--- src/rtl/rmmm_pkg.sv ---
// ----------------------------------------------------------------------------
// rmmm_pkg: shared types for the running min/max/mean tracker
// Holds the sequencer state type of the top level.
// ----------------------------------------------------------------------------
package rmmm_pkg;

    typedef enum logic [1:0] {
        ST_IDLE,
        ST_CALC,
        ST_PUSH
    } state_t;

endpackage

--- src/rtl/rmmm_mean.sv ---
// ----------------------------------------------------------------------------
// rmmm_mean: bit-serial incremental mean step
// Computes mean + (x - mean) / divisor with the quotient truncated toward
// zero, one quotient bit per cycle through a restoring divider.
// ----------------------------------------------------------------------------
module rmmm_mean #(
    parameter int SAMPLE_BITS   = 13,
    parameter int FRACTION_BITS = 8,
    parameter int COUNT_BITS    = 20
) (
    input  logic                                 clk,
    input  logic                                 rst_n,
    input  logic                                 start,
    input  logic [SAMPLE_BITS+FRACTION_BITS-1:0] mean,
    input  logic [SAMPLE_BITS-1:0]               sample,
    input  logic [COUNT_BITS:0]                  divisor,
    output logic                                 done,
    output logic [SAMPLE_BITS+FRACTION_BITS-1:0] result
);

    localparam int MW = SAMPLE_BITS + FRACTION_BITS;
    localparam int DW = COUNT_BITS + 1;
    localparam int CW = $clog2(MW + 1);

    logic          run_reg, run_next;
    logic          fin_reg, fin_next;
    logic          done_reg, done_next;
    logic [CW-1:0] cnt_reg, cnt_next;
    logic          neg_reg, neg_next;
    logic [MW-1:0] mean_reg, mean_next;
    logic [MW-1:0] quo_reg, quo_next;
    logic [DW-1:0] rem_reg, rem_next;
    logic [DW-1:0] div_reg, div_next;
    logic [MW-1:0] result_reg, result_next;

    logic [MW-1:0] x_full;
    logic [DW:0]   rem_shift;
    logic [DW:0]   rem_sub;

    always_comb
    begin
        x_full    = MW'(sample) << FRACTION_BITS;
        rem_shift = {rem_reg, quo_reg[MW-1]};
        rem_sub   = rem_shift - {1'b0, div_reg};

        run_next    = run_reg;
        fin_next    = 1'b0;
        done_next   = 1'b0;
        cnt_next    = cnt_reg;
        neg_next    = neg_reg;
        mean_next   = mean_reg;
        quo_next    = quo_reg;
        rem_next    = rem_reg;
        div_next    = div_reg;
        result_next = result_reg;

        if (start)
        begin
            // The magnitude of the difference is divided; the sign is kept aside.
            neg_next  = (x_full < mean);
            quo_next  = (x_full < mean) ? (mean - x_full) : (x_full - mean);
            mean_next = mean;
            div_next  = divisor;
            rem_next  = '0;
            cnt_next  = CW'(MW);
            run_next  = 1'b1;
        end
        else if (run_reg)
        begin
            // Restoring step: one quotient bit enters at the bottom each cycle.
            if (!rem_sub[DW])
            begin
                rem_next = rem_sub[DW-1:0];
                quo_next = {quo_reg[MW-2:0], 1'b1};
            end
            else
            begin
                rem_next = rem_shift[DW-1:0];
                quo_next = {quo_reg[MW-2:0], 1'b0};
            end
            cnt_next = cnt_reg - CW'(1);
            if (cnt_reg == CW'(1))
            begin
                run_next = 1'b0;
                fin_next = 1'b1;
            end
        end
        else if (fin_reg)
        begin
            result_next = neg_reg ? (mean_reg - quo_reg) : (mean_reg + quo_reg);
            done_next   = 1'b1;
        end
    end

    always_ff @(posedge clk or negedge rst_n)
    begin
        if (!rst_n)
        begin
            run_reg  <= 1'b0;
            fin_reg  <= 1'b0;
            done_reg <= 1'b0;
            cnt_reg  <= '0;
        end
        else
        begin
            run_reg  <= run_next;
            fin_reg  <= fin_next;
            done_reg <= done_next;
            cnt_reg  <= cnt_next;
        end
    end

    always_ff @(posedge clk)
    begin
        neg_reg    <= neg_next;
        mean_reg   <= mean_next;
        quo_reg    <= quo_next;
        rem_reg    <= rem_next;
        div_reg    <= div_next;
        result_reg <= result_next;
    end

    assign done   = done_reg;
    assign result = result_reg;

endmodule

--- src/rtl/running_min_max_mean_tracker.sv ---
// ----------------------------------------------------------------------------
// running_min_max_mean_tracker: running statistics of paired sensor samples
// Tracks minimum, maximum and incremental mean of temperature and humidity.
// ----------------------------------------------------------------------------
// Each input beat carries one temperature and one humidity sample; each one
// produces exactly one output beat with the running minimum, maximum and
// mean of both channels and the saturating sample count. The means are
// unsigned fixed point with FRACTION_BITS fraction bits and are updated as
// mean + (x - mean) / (n + 1), the quotient truncated toward zero. The two
// channel divisions run side by side in bit-serial restoring dividers that
// produce one quotient bit per cycle. An item passes through loading, the
// quotient bits, the final add, collecting the result and handing it to
// the output register before the next item is accepted; the hand-off waits
// while the output register still holds a beat that was not taken. The
// output register holds a finished beat while the next item is already
// being worked on.
module running_min_max_mean_tracker #(
    parameter int SAMPLE_BITS   = 13,
    parameter int FRACTION_BITS = 8,
    parameter int COUNT_BITS    = 20
) (
    input  logic clk,
    input  logic rst_n,

    input  logic s_axis_tvalid,
    output logic s_axis_tready,
    // Fields from bit 0 up: temp_sample, humid_sample, zero fill.
    input  logic [((2*SAMPLE_BITS+7)/8)*8-1:0] s_axis_tdata,

    output logic m_axis_tvalid,
    input  logic m_axis_tready,
    // Fields from bit 0 up: temp_min, temp_max, humid_min, humid_max,
    // temp_mean, humid_mean, samples_seen, zero fill.
    output logic [((4*SAMPLE_BITS+2*(SAMPLE_BITS+FRACTION_BITS)+COUNT_BITS+7)/8)*8-1:0]
                 m_axis_tdata
);

    import rmmm_pkg::*;

    localparam int S      = SAMPLE_BITS;
    localparam int MW     = SAMPLE_BITS + FRACTION_BITS;
    localparam int OUT_W  = 4*SAMPLE_BITS + 2*MW + COUNT_BITS;
    localparam int OUT_DW = ((OUT_W + 7) / 8) * 8;
    localparam logic [COUNT_BITS-1:0] COUNT_MAX = '1;

    state_t state_reg, state_next;

    logic [COUNT_BITS-1:0] count_reg, count_next;
    logic [S-1:0]          temp_low_reg, temp_low_next;
    logic [S-1:0]          temp_high_reg, temp_high_next;
    logic [S-1:0]          humid_low_reg, humid_low_next;
    logic [S-1:0]          humid_high_reg, humid_high_next;
    logic [MW-1:0]         temp_avg_reg, temp_avg_next;
    logic [MW-1:0]         humid_avg_reg, humid_avg_next;
    logic                  out_valid_reg, out_valid_next;
    logic [OUT_W-1:0]      out_data_reg, out_data_next;

    logic [S-1:0]          temp_in;
    logic [S-1:0]          humid_in;
    logic                  accept;
    logic                  first;
    logic                  load_out;
    logic [COUNT_BITS:0]   divisor;
    logic                  temp_done;
    logic                  humid_done;
    logic [MW-1:0]         temp_result;
    logic [MW-1:0]         humid_result;

    assign temp_in  = s_axis_tdata[S-1:0];
    assign humid_in = s_axis_tdata[2*S-1:S];
    assign first    = (count_reg == '0);
    assign divisor  = {1'b0, count_reg} + (COUNT_BITS+1)'(1);

    // Both channels share the same divisor and start together, so they finish
    // in the same cycle.
    rmmm_mean #(
        .SAMPLE_BITS  (SAMPLE_BITS),
        .FRACTION_BITS(FRACTION_BITS),
        .COUNT_BITS   (COUNT_BITS)
    ) u_temp_mean (
        .clk    (clk),
        .rst_n  (rst_n),
        .start  (accept),
        .mean   (temp_avg_reg),
        .sample (temp_in),
        .divisor(divisor),
        .done   (temp_done),
        .result (temp_result)
    );

    rmmm_mean #(
        .SAMPLE_BITS  (SAMPLE_BITS),
        .FRACTION_BITS(FRACTION_BITS),
        .COUNT_BITS   (COUNT_BITS)
    ) u_humid_mean (
        .clk    (clk),
        .rst_n  (rst_n),
        .start  (accept),
        .mean   (humid_avg_reg),
        .sample (humid_in),
        .divisor(divisor),
        .done   (humid_done),
        .result (humid_result)
    );

    // Next state.
    always_comb
    begin
        state_next = state_reg;
        unique case (state_reg)
            ST_IDLE:
            begin
                if (s_axis_tvalid)
                begin
                    state_next = ST_CALC;
                end
            end
            ST_CALC:
            begin
                if (temp_done)
                begin
                    state_next = ST_PUSH;
                end
            end
            ST_PUSH:
            begin
                if (!out_valid_reg || m_axis_tready)
                begin
                    state_next = ST_IDLE;
                end
            end
            default:
            begin
                state_next = ST_IDLE;
            end
        endcase
    end

    // Control outputs of the sequencer.
    always_comb
    begin
        s_axis_tready = (state_reg == ST_IDLE);
        accept        = s_axis_tready && s_axis_tvalid;
        load_out      = (state_reg == ST_PUSH) && (!out_valid_reg || m_axis_tready);
    end

    // Statistics update. Minimum and maximum settle at acceptance; the means
    // and the count follow once the dividers finish.
    always_comb
    begin
        temp_low_next   = temp_low_reg;
        temp_high_next  = temp_high_reg;
        humid_low_next  = humid_low_reg;
        humid_high_next = humid_high_reg;
        temp_avg_next   = temp_avg_reg;
        humid_avg_next  = humid_avg_reg;
        count_next      = count_reg;

        if (accept)
        begin
            if (first || temp_in < temp_low_reg)
            begin
                temp_low_next = temp_in;
            end
            if (first || temp_in > temp_high_reg)
            begin
                temp_high_next = temp_in;
            end
            if (first || humid_in < humid_low_reg)
            begin
                humid_low_next = humid_in;
            end
            if (first || humid_in > humid_high_reg)
            begin
                humid_high_next = humid_in;
            end
        end

        if ((state_reg == ST_CALC) && temp_done)
        begin
            temp_avg_next  = temp_result;
            humid_avg_next = humid_result;
            if (count_reg != COUNT_MAX)
            begin
                count_next = count_reg + COUNT_BITS'(1);
            end
        end
    end

    // Output register: a finished beat waits here while the next item runs.
    always_comb
    begin
        out_valid_next = out_valid_reg;
        out_data_next  = out_data_reg;
        if (m_axis_tready)
        begin
            out_valid_next = 1'b0;
        end
        if (load_out)
        begin
            out_valid_next = 1'b1;
            out_data_next  = {count_reg, humid_avg_reg, temp_avg_reg,
                              humid_high_reg, humid_low_reg,
                              temp_high_reg, temp_low_reg};
        end
    end

    always_ff @(posedge clk or negedge rst_n)
    begin
        if (!rst_n)
        begin
            state_reg      <= ST_IDLE;
            count_reg      <= '0;
            temp_low_reg   <= '0;
            temp_high_reg  <= '0;
            humid_low_reg  <= '0;
            humid_high_reg <= '0;
            temp_avg_reg   <= '0;
            humid_avg_reg  <= '0;
            out_valid_reg  <= 1'b0;
        end
        else
        begin
            state_reg      <= state_next;
            count_reg      <= count_next;
            temp_low_reg   <= temp_low_next;
            temp_high_reg  <= temp_high_next;
            humid_low_reg  <= humid_low_next;
            humid_high_reg <= humid_high_next;
            temp_avg_reg   <= temp_avg_next;
            humid_avg_reg  <= humid_avg_next;
            out_valid_reg  <= out_valid_next;
        end
    end

    always_ff @(posedge clk)
    begin
        out_data_reg <= out_data_next;
    end

    // The packed fields are zero-filled up to a whole number of bytes.
    always_comb
    begin
        m_axis_tdata = OUT_DW'(out_data_reg);
    end

    assign m_axis_tvalid = out_valid_reg;

    // The two channel dividers always run in lock step.
    a_done_together: assert property (@(posedge clk) disable iff (!rst_n)
        temp_done == humid_done)
        else $error("channel dividers finished in different cycles");

    // A divider result only appears while the sequencer waits for it.
    a_done_in_calc: assert property (@(posedge clk) disable iff (!rst_n)
        temp_done |-> state_reg == ST_CALC)
        else $error("divider finished outside the calculation phase");

    // Each mean stays between the channel minimum and maximum.
    a_temp_mean_range: assert property (@(posedge clk) disable iff (!rst_n)
        count_reg != '0 |->
            (temp_avg_reg >= (MW'(temp_low_reg) << FRACTION_BITS)) &&
            (temp_avg_reg <= (MW'(temp_high_reg) << FRACTION_BITS)))
        else $error("temperature mean left the min/max range");

    a_humid_mean_range: assert property (@(posedge clk) disable iff (!rst_n)
        count_reg != '0 |->
            (humid_avg_reg >= (MW'(humid_low_reg) << FRACTION_BITS)) &&
            (humid_avg_reg <= (MW'(humid_high_reg) << FRACTION_BITS)))
        else $error("humidity mean left the min/max range");

    // Once a sample has been absorbed the count never returns to zero.
    a_count_sticks: assert property (@(posedge clk) disable iff (!rst_n)
        count_reg != '0 |=> count_reg != '0)
        else $error("sample count fell back to zero");

endmodule
--- config.mk ---
export PLATFORM = sky130hd
export DESIGN_NAME = running_min_max_mean_tracker
export DESIGN_NICKNAME = d
export VERILOG_FILES = /design/src/rtl/rmmm_pkg.sv /design/src/rtl/rmmm_mean.sv /design/src/rtl/running_min_max_mean_tracker.sv
export SDC_FILE = /design/constraint.sdc
export NUM_CORES = 1
export LEC_CHECK = 0
export BUFFER_PORTS_ARGS = -buffer_cell sky130_fd_sc_hd__buf_4
export CELL_PAD_IN_SITES_DETAIL_PLACEMENT = 0
export CELL_PAD_IN_SITES_GLOBAL_PLACEMENT = 1
export CORE_UTILIZATION = 49
export DETAILED_ROUTE_END_ITERATION = 7
export GPL_TIMING_DRIVEN = 0
export PLACE_DENSITY_LB_ADDON = 0.1
export SKIP_LAST_GASP = 1
export SYNTH_ARGS = -nofsm -noshare
export SYNTH_HDL_FRONTEND = slang
export SYNTH_SLANG_ARGS = --single-unit
--- constraint.sdc ---
create_clock -name clk -period 8.9 [get_ports clk]
set_clock_uncertainty 0.15 [all_clocks]
set_input_delay 2.67 -clock clk [delete_from_list [all_inputs] [get_ports clk]]
set_output_delay 2.67 -clock clk [all_outputs]
set_load 0.02 [all_outputs]
==> out/metrics.csv <==
stage;metric;value;unit
floorplanning;I/O Pins;158;
sta;Worst slew margin;19.3;%
placement;Final Wtd Congestion;0.869;
global_routing;vias in the first global route;17100;
final_layout;Layout area overhead;15.1;%
min_path;Min-Delay Startpoint;humid_high_reg[6];
global_routing;total track usage;23.5;%
global_routing;largest net degree at the start of global routing;74;
final_layout;antenna cell count;0;
final_layout;max FFs per register;114;
power_and_ir_drop;Gate power share;45.8;%
worst_setup_path;Worst Path Max Fanout;21;
routing;Post-Route WL;59200;um
power_and_ir_drop;Peak supply drop;0.000184;V
clocking;clock sink count;437;
clocking;H-tree depth;2;
routing;routed vias;17500;
floorplanning;area of the core;49300;sq um
final_layout;layout cell share with drive strength beyond 1;13.1;%
final_layout;fin area;28300;sq um
global_routing;first-pass GRT wire length;93600;um
synthesis;Synth Warn #;0;
final_layout;final net count;2719;
routing;post-DR vias/cell;5.49;
power_and_ir_drop;P_sw;3.91;mW
sta;Max Slew Vio Count;0;
synthesis;most used flip-flop cell after synthesis;edfxtp_1;
routing;WL/cell;18.5;um
clocking;CTS Buf Count;48;
power_and_ir_drop;fraction of power consumed by sequential logic;33.5;%
final_layout;Filler cells;4324;
synthesis;count of cell types in the netlist;86;
floorplanning;Initial Utilization;50.0;%
run;max_cap viols;0;
power_and_ir_drop;sw frac;39.4;%
worst_setup_path;critical path endpoint category;register;
sta;Fin. Hold Viols;0;
floorplanning;Core Rows;81;
clocking;CTS Buffer Depth;3;
placement;# placed instances;3101;
power_and_ir_drop;clock group share of total power;20.7;%
sta;Fmax;171;MHz
clocking;postcts setup bufs;0;
clocking;insertion delay to the later sink of the worst-skew pair;0.60;ns
power_and_ir_drop;power per cell area;351;nW/um^2
synthesis;sequential element share of the synthesized area;48.9;%
sta;setup violators final;0;
min_path;worst hold path class;register to register;
floorplanning;die area;51100;sq um
global_routing;initial antenna violation count;0;
power_and_ir_drop;design internal power;6.02;mW
routing;DR iter-0 viols;1086;
synthesis;Synth Instances;2281;
worst_setup_path;worst reg2reg path startpoint;u_humid_mean.neg_reg;
floorplanning;Die Y;226;um
clocking;clk root buf;clkbuf_16;
routing;antenna-violating nets left;0;
outcome;status;finished, final reports clean;
placement;placed instance area;26700;sq um
synthesis;largest area contributor in the netlist;edfxtp_1;
synthesis;main area contributors after synthesis;edfxtp_1 (32%), dfrtp_1 (13%), ha_1 (9.7%);
global_routing;total congestion overflow;0;
floorplanning;Die Width;226;um
power_and_ir_drop;LEAKAGE;12.5;nW
synthesis;ys async rst share;30.2;%
sta;fin crit share;65.7;%
sta;Worst-Margin Slew;1.21;ns
routing;DR DRC count;0;
clocking;post-cts sizing count;0;
placement;post-detail-place hpwl;43500;um
sta;Min Clock Period, post-route;5.85;ns
worst_setup_path;CP startpoint kind;primary input;
synthesis;Synth Register Bits;437;
worst_setup_path;Critical Path AT;5.90;ns
placement;I/O Buffers;145;
synthesis;Post-synth EDFFs;263;
clocking;number of hold buffers added after CTS;0;
sta;RSZ-0062 raised after global routing;no;
clocking;TritonCTS clock tree;done;
synthesis;post-synthesis instance area;24600;sq um
final_layout;Cell Count, Final, Fillers Out;3191;
worst_setup_path;Critical Path RT;8.96;ns
synthesis;Avg Inst Size Synth;10.8;sq um
worst_setup_path;critical path type;primary input to register;
worst_setup_path;Worst Setup SP;s_axis_tvalid;
clocking;Reg clk slew, reported paths;0.06;ns
routing;DRT Pass-1 Iters;5;
synthesis;post-synth top area share;32.1;%
[power groups by stage]
stage	Clock (mW)	Combinational [mW]	Sequential, mW
final	2.06	4.54	3.32
after global routing	2.17	5.09	3.39
after CTS	2.10	4.54	3.32
after detailed placement	0	4.49	3.35
after global placement	0	4.41	3.35
after floorplan	0	3.51	3.18
[placed cells by master (no fill, tap or decap), types with 83 or more instances in the layout]
master / synthesis / final
a21oi_1: 138 / 138
ha_1: 190 / 190
nor2_1: 121 / 121
o21ai_0: 131 / 131
dfrtp_1: 132 / 132
inv_1: 193 / 193
nand2_1: 151 / 151
mux2i_1: 83 / 83
buf_4: 6 / 151
xnor2_1: 130 / 130
edfxtp_1: 263 / 263
[routing by layer]
layer | share of wire (%) | track usage [%]
met1 | 47 | 33.3
met2 | 47 | 38.2
met3 | 4.1 | 3.28
met4 | 1.6 | 4.95
met5 | 0 | 0
[cell families after synthesis]
kind of cell,synth area share (%)
AO/OA/AOI/OAI,13.5
flip-flops,48.9
adder cells (fa/ha/maj),10.1
buffers and inverters,4.42
AND/OR/NAND/NOR,10.6
other,0.0152
XOR/XNOR,6.52
multiplexers,5.88
[cell type report]
class	count	area, sq um	share of cell area, %
inverters	196	736	2.60
repair buffers	151	1210	4.29
well taps	664	831	2.93
multi-input cells	1574	11500	40.7
plain buffers	79	357	1.26
clock buffers	59	1280	4.53
flip-flops and latches	437	12000	42.5
clock inverters	31	340	1.20
[through the flow]
step           hold slack, ns  setup TNS (ns)  worst slack (ns)  power (mW)  utilization, %
2_1_floorplan           0.273               0             0.318        6.69               -
3_5_place_dp            0.282               0              2.36        7.85            54.2
3_3_place_gp            0.282         -291.65             -2.59        7.75            53.9
5_1_grt                 0.301               0              2.74        10.7            57.5
4_1_cts                 0.296               0              2.98        9.96            57.5
6_report                0.296               0              3.05        9.92            57.5
[worst max-delay path, stage by stage]
cell and delay [ns]:
buf_4 0.12, nand2_1 0.10, clkbuf_1 0.49, clkinv_1 0.65, nor2_1 0.47, clkbuf_1 0.39
and2_1 0.98
[synthesized netlist by cell type, types with 50 or more instances]
cell type	n
edfxtp_1	263
mux2i_1	83
mux2_2	52
a21o_1	71
nor2_1	121
xnor2_1	130
xor2_1	50
ha_1	190
o21ai_0	131
nand2_1	151
dfrtp_1	132
clkbuf_1	53
a21oi_1	138
inv_1	193
[worst paths after layout]
| check | to | cells after the start | slack [ns] |
|---|---|---|---|
| worst min register to register | out_data_reg[45] | 0 | 0.30 |
| max in group asynchronous | humid_high_reg[11] | 2 | 5.83 |
| worst max register to register | u_humid_mean.result[17] | 12 | 4.25 |
| min in group asynchronous | temp_high_reg[2] | 1 | 1.89 |
| worst min-delay path | out_data_reg[45] | 0 | 0.30 |
| worst max-delay path | u_temp_mean.result[14] | 7 | 3.05 |
No activity file was read; power rests on OpenSTA's default activity.
